--- src/hw/rtl/ttlb_pkg.sv ---
`default_nettype none
package ttlb_pkg;

   localparam int ROWS = 64;
   localparam int COLS = 160;

   localparam int ROW_W  = 6;
   localparam int COL_W  = 8;
   localparam int CH_W   = 8;
   localparam int ADDR_W = $clog2(ROWS * COLS);

   localparam logic [CH_W-1:0] CH_CR          = 8'h0D;
   localparam logic [CH_W-1:0] CH_LF          = 8'h0A;
   localparam logic [CH_W-1:0] CH_BS          = 8'h08;
   localparam logic [CH_W-1:0] CH_DEL         = 8'h7F;
   localparam logic [CH_W-1:0] CH_FIRST_PRINT = 8'd32;
   localparam logic [CH_W-1:0] CH_LAST_PRINT  = 8'd126;

   localparam logic [2:0] OP_NOP  = 3'd0;
   localparam logic [2:0] OP_READ = 3'd1;
   localparam logic [2:0] OP_CR   = 3'd2;
   localparam logic [2:0] OP_LF   = 3'd3;
   localparam logic [2:0] OP_BS   = 3'd4;
   localparam logic [2:0] OP_PUT  = 3'd5;

   typedef struct packed {
      logic [2:0]       op;
      logic [CH_W-1:0]  ch;
      logic [ROW_W-1:0] rrow;
      logic [COL_W-1:0] rcol;
   } op_type;

   typedef struct packed {
      logic pop;
      logic init;
   } back_stat_type;

endpackage
`default_nettype wire

--- src/hw/rtl/ttlb_front.sv ---
`default_nettype none
module ttlb_front (
   input  wire logic                           clock,
   input  wire logic                           reset,
   input  wire logic                           start,
   output logic                                busy,
   input  wire logic                           req_mode,
   input  wire logic [ttlb_pkg::CH_W-1:0]      req_char_code,
   input  wire logic [ttlb_pkg::ROW_W-1:0]     req_read_row,
   input  wire logic [ttlb_pkg::COL_W-1:0]     req_read_col,
   output logic                                op_valid,
   output ttlb_pkg::op_type                    op,
   input  wire ttlb_pkg::back_stat_type        stat
);

   localparam int QDEPTH = 2;

   ttlb_pkg::op_type    cls;
   ttlb_pkg::op_type    q_ff [QDEPTH];
   logic                wr_ptr_ff, wr_ptr_in;
   logic                rd_ptr_ff, rd_ptr_in;
   logic [1:0]          cnt_ff, cnt_in;
   logic                push;

   always_comb begin
      cls.ch   = req_char_code;
      cls.rrow = req_read_row;
      cls.rcol = req_read_col;
      if (req_mode) begin
         if (int'(req_read_row) < ttlb_pkg::ROWS && int'(req_read_col) < ttlb_pkg::COLS)
            cls.op = ttlb_pkg::OP_READ;
         else
            cls.op = ttlb_pkg::OP_NOP;
      end else begin
         case (req_char_code)
            ttlb_pkg::CH_CR:                  cls.op = ttlb_pkg::OP_CR;
            ttlb_pkg::CH_LF:                  cls.op = ttlb_pkg::OP_LF;
            ttlb_pkg::CH_BS, ttlb_pkg::CH_DEL: cls.op = ttlb_pkg::OP_BS;
            default: begin
               if (req_char_code inside {[ttlb_pkg::CH_FIRST_PRINT:ttlb_pkg::CH_LAST_PRINT]})
                  cls.op = ttlb_pkg::OP_PUT;
               else
                  cls.op = ttlb_pkg::OP_NOP;
            end
         endcase
      end
   end

   assign busy     = (cnt_ff == 2'(QDEPTH)) || stat.init;
   assign push     = start && !busy;
   assign op_valid = (cnt_ff != 2'd0);
   assign op       = q_ff[rd_ptr_ff];

   always_comb begin
      wr_ptr_in = push ? ~wr_ptr_ff : wr_ptr_ff;
      rd_ptr_in = stat.pop ? ~rd_ptr_ff : rd_ptr_ff;
      cnt_in    = cnt_ff + 2'(push) - 2'(stat.pop);
   end

   always_ff @(posedge clock) begin
      if (reset) begin
         wr_ptr_ff <= 1'b0;
         rd_ptr_ff <= 1'b0;
         cnt_ff    <= 2'd0;
      end else begin
         wr_ptr_ff <= wr_ptr_in;
         rd_ptr_ff <= rd_ptr_in;
         cnt_ff    <= cnt_in;
      end
   end

   always_ff @(posedge clock) begin
      if (push)
         q_ff[wr_ptr_ff] <= cls;
   end

endmodule
`default_nettype wire

--- config.mk ---
export PLATFORM = sky130hd
export DESIGN_NAME = ttlb_front
export DESIGN_NICKNAME = d
export VERILOG_FILES = /design/src/hw/rtl/ttlb_pkg.sv /design/src/hw/rtl/ttlb_front.sv
export SDC_FILE = /design/constraint.sdc
export NUM_CORES = 1
export LEC_CHECK = 0
export BUFFER_PORTS_ARGS = -buffer_cell sky130_fd_sc_hd__clkbuf_2
export CORE_MARGIN = 2
export CORE_UTILIZATION = 47
export DETAILED_ROUTE_END_ITERATION = 16
export GPL_ROUTABILITY_DRIVEN = 0
export PLACE_DENSITY = 0.72
export SLEW_MARGIN = 20
export SYNTH_ARGS = -nofsm -noshare
export SYNTH_HDL_FRONTEND = slang
export SYNTH_SLANG_ARGS = --single-unit
--- constraint.sdc ---
create_clock -name clock -period 3.1 [get_ports clock]
set_input_delay 0.775 -clock clock [delete_from_list [all_inputs] [get_ports clock]]
set_output_delay 0.775 -clock clock [all_outputs]
set_load 0.02 [all_outputs]
==> impl_metrics.csv <==
group,metric,value,unit
outcome,status,"finished, final reports clean",
timing,min_period,2.46,ns
floorplan,core_area,0.00438,mm^2
synthesis,synth_top_area_cell,"edfxtp_1",
timing,rsz0062_at_grt,"no",
global_routing,grt.total_usage,0.149,
placed_design,io_buffer_count,54,
drt,drc,0,
layout,final_cells,234,
synthesis,ys_seq_area_frac,0.747,
floorplan,io_pins,55,
timing,worstMarginPinSlew,0.356,ns
synthesis,netlist_instances,120,
drt,avgViaCountPerCell,5.23,
global_routing,grt-ovfl-total,0,
layout,nNetsFinal,211,
clock_network,cts_resized,0,
synthesis,synth_top_area_frac,0.701,
critical_path,worstPathRequired,2.32,ns
flow_run,maxCapViolations,0,
critical_path,r2r_cells,8,
clock_network,cts_buffer_depth,2,
hold_path,worstHoldStart,"wr_ptr_ff",
critical_path,critPathKind,"flop to primary output",
drt,wl_per_cell,15.6,um
clock_network,cts_sinks,55,
floorplan,die-area,0.00512,mm^2
critical_path,end_kind,"primary output",
hold_path,whs_path_depth,2,
power_and_ir_drop,vdd_drop_max,302,uV
drt,routed_wl,3640,um
global_routing,grt_pass1_wl,5870,um
global_routing,grt_max_degree,26,
layout,diodes,0,
layout,drive_gt1_frac,0.511,
timing,finClkSkew,0.00609,ns
synthesis,synth_cell_types,26,
layout,area_growth,19.8,%
power_and_ir_drop,p_leak,0.987,nW
drt,num_vias,1223,
floorplan,die_y,71.5,um
power_and_ir_drop,p_per_area,580,mW/mm^2
clock_network,cts_tree,"built",
critical_path,crit_chain,"buf_4 > mux2_2 > clkbuf_2",
synthesis,syn_area_per_cell,17.9,um^2
drt,drtPass1Iterations,4,
timing,drv_slew,0,
floorplan,rows,24,
placed_design,dp.cells,226,
critical_path,crit_arrival,1.68,ns
synthesis,syn_nets,150,
drt,detail-route-antenna-nets,0,
timing,tns,0,ns
clock_network,h-tree-depth,2,
synthesis,yosysWarnings,0,
clock_network,cts_setup_buffers,0,
critical_path,r2r_slack,1.21,ns
critical_path,r2r-end,"cnt_ff[1]",
timing,whs,0.506,ns
global_routing,antenna_found_initial,0,
hold_path,worstHoldEndpoint,"wr_ptr_ff",
synthesis,synth_area,0.00214,mm^2
clock_network,clkTransAtPathRegs,0.09,ns
timing,fmax,0.407,GHz
layout,layout_common_cells,"clkbuf_2 (54), edfxtp_1 (50), mux2_2 (25)",
layout,layout_commonest_cell,"clkbuf_2",
clock_network,cts_hold_buf,0,
timing,setup_viol,0,
hold_path,hp-class,"flop to flop",
clock_network,clockRootBuffer,"clkbuf_8",
timing,hold_viol,0,
critical_path,critPathMaxFanout,19,
critical_path,r2r_start,"cnt_ff[1]",
timing,max-slew-margin-rel,0.762,
synthesis,synth_area_leaders,"edfxtp_1 (70%), mux2_2 (13%), dfxtp_1 (4.7%), ha_1 (1.2%), nor2_1 (1.1%)",
critical_path,startpoint_type,"flop",
global_routing,grt_pass1_vias,1275,
synthesis,synth_seq_cells,55,
drt,first_iter_violations,96,
placed_design,hpwl,2560,um
critical_path,worst_path_largest_cell_delay,0.50,ns
floorplan,dieWidth,71.5,um
clock_network,insertion_delay,0.29,ns
floorplan,initial_utilization,0.489,
timing,finalCritPeriodShare,0.793,
critical_path,critPathSlowestCell,"dfxtp_1",
clock_network,cts_buffers,5,
Yosys cell counts:
cell type,instances
nand3_1,2
inv_1,4
o31ai_1,1
mux2_2,25
or4_4,1
xor2_1,1
and3b_1,1
ha_1,2
nand4_1,2
o2111a_1,1
buf_2,3
a211oi_1,1
dfxtp_1,5
o21ai_0,1
xnor2_1,2
a21oi_1,1
nor3b_1,2
nor3_1,2
edfxtp_1,50
nor2b_4,1
or2_2,2
nand2_1,1
or3_2,1
nor2b_1,1
nor2_1,6
o221ai_1,1
registers in the layout, indices dropped and copies added, names as in the netlist, named ones only:
signal	count
cnt_ff	2
q_ff	50
rd_ptr_ff	1
wr_ptr_ff	1
per-layer routing:
| metal | routed length, um | track usage |
|---|---|---|
| met1 | 1560 | 0.182 |
| met2 | 1840 | 0.262 |
| met3 | 232 | 0.0436 |
| met4 | 7 | 0.0335 |
| met5 | 0 | 0 |
worst max-delay path by stage:
| stage | slack (ns) | endpoint | from | depth (start not counted) |
|---|---|---|---|---|
| 4_1_cts | 0.63 | op[18] | flop | 3 |
| 6_report | 0.64 | op[11] | flop | 3 |
| 5_1_grt | 0.56 | op[18] | flop | 3 |
| 3_5_place_dp | 0.71 | cnt_ff[1] | stat[0] | 8 |
| 2_1_floorplan | 0.34 | q_ff[1][0] | start | 3 |
| 3_3_place_gp | 0.80 | cnt_ff[1] | stat[0] | 8 |
cell families after synthesis:
family | after synthesis | share of synthesized area
AND/OR/NAND/NOR | 22 | 0.0625
XOR/XNOR | 3 | 0.0123
AO/OA/AOI/OAI | 6 | 0.0210
buffers and inverters | 7 | 0.0140
adder cells (fa/ha/maj) | 2 | 0.0117
flip-flops | 55 | 0.747
multiplexers | 25 | 0.131
where the power goes:
group          total (mW)  leakage, nW  internal [mW]  switching, mW
clock network       0.364       0.0395          0.161          0.203
logic               0.251        0.446          0.106          0.144
registers           0.876        0.501          0.857         0.0187
total                1.49        0.987           1.12          0.366
cell type report:
class                      count  area, um^2
fill                         348        1820
multi-input combinational     58         514
timing repair buffer          57         293
clock buffer                   8        80.1
inverter                       4        15.0
tap                           52        65.1
sequential                    55        1600
per-stage QoR:
step,util,instance area (um^2),total power [mW],setup WS (ns)
floorplan,-,2140,1.05,0.337
global placement,0.568,2490,1.13,0.804
detailed placement,0.568,2490,1.15,0.711
CTS,0.586,2570,1.51,0.627
global route,0.586,2570,1.56,0.556
finish,0.586,2570,1.49,0.642
critical path, delay by kind of cell, from the launching register on:
family   cells  cell delay [ns]
flops        1             0.50
buf+inv      2             0.51
mux          1             0.39
No activity file was read; power rests on OpenSTA's default activity.
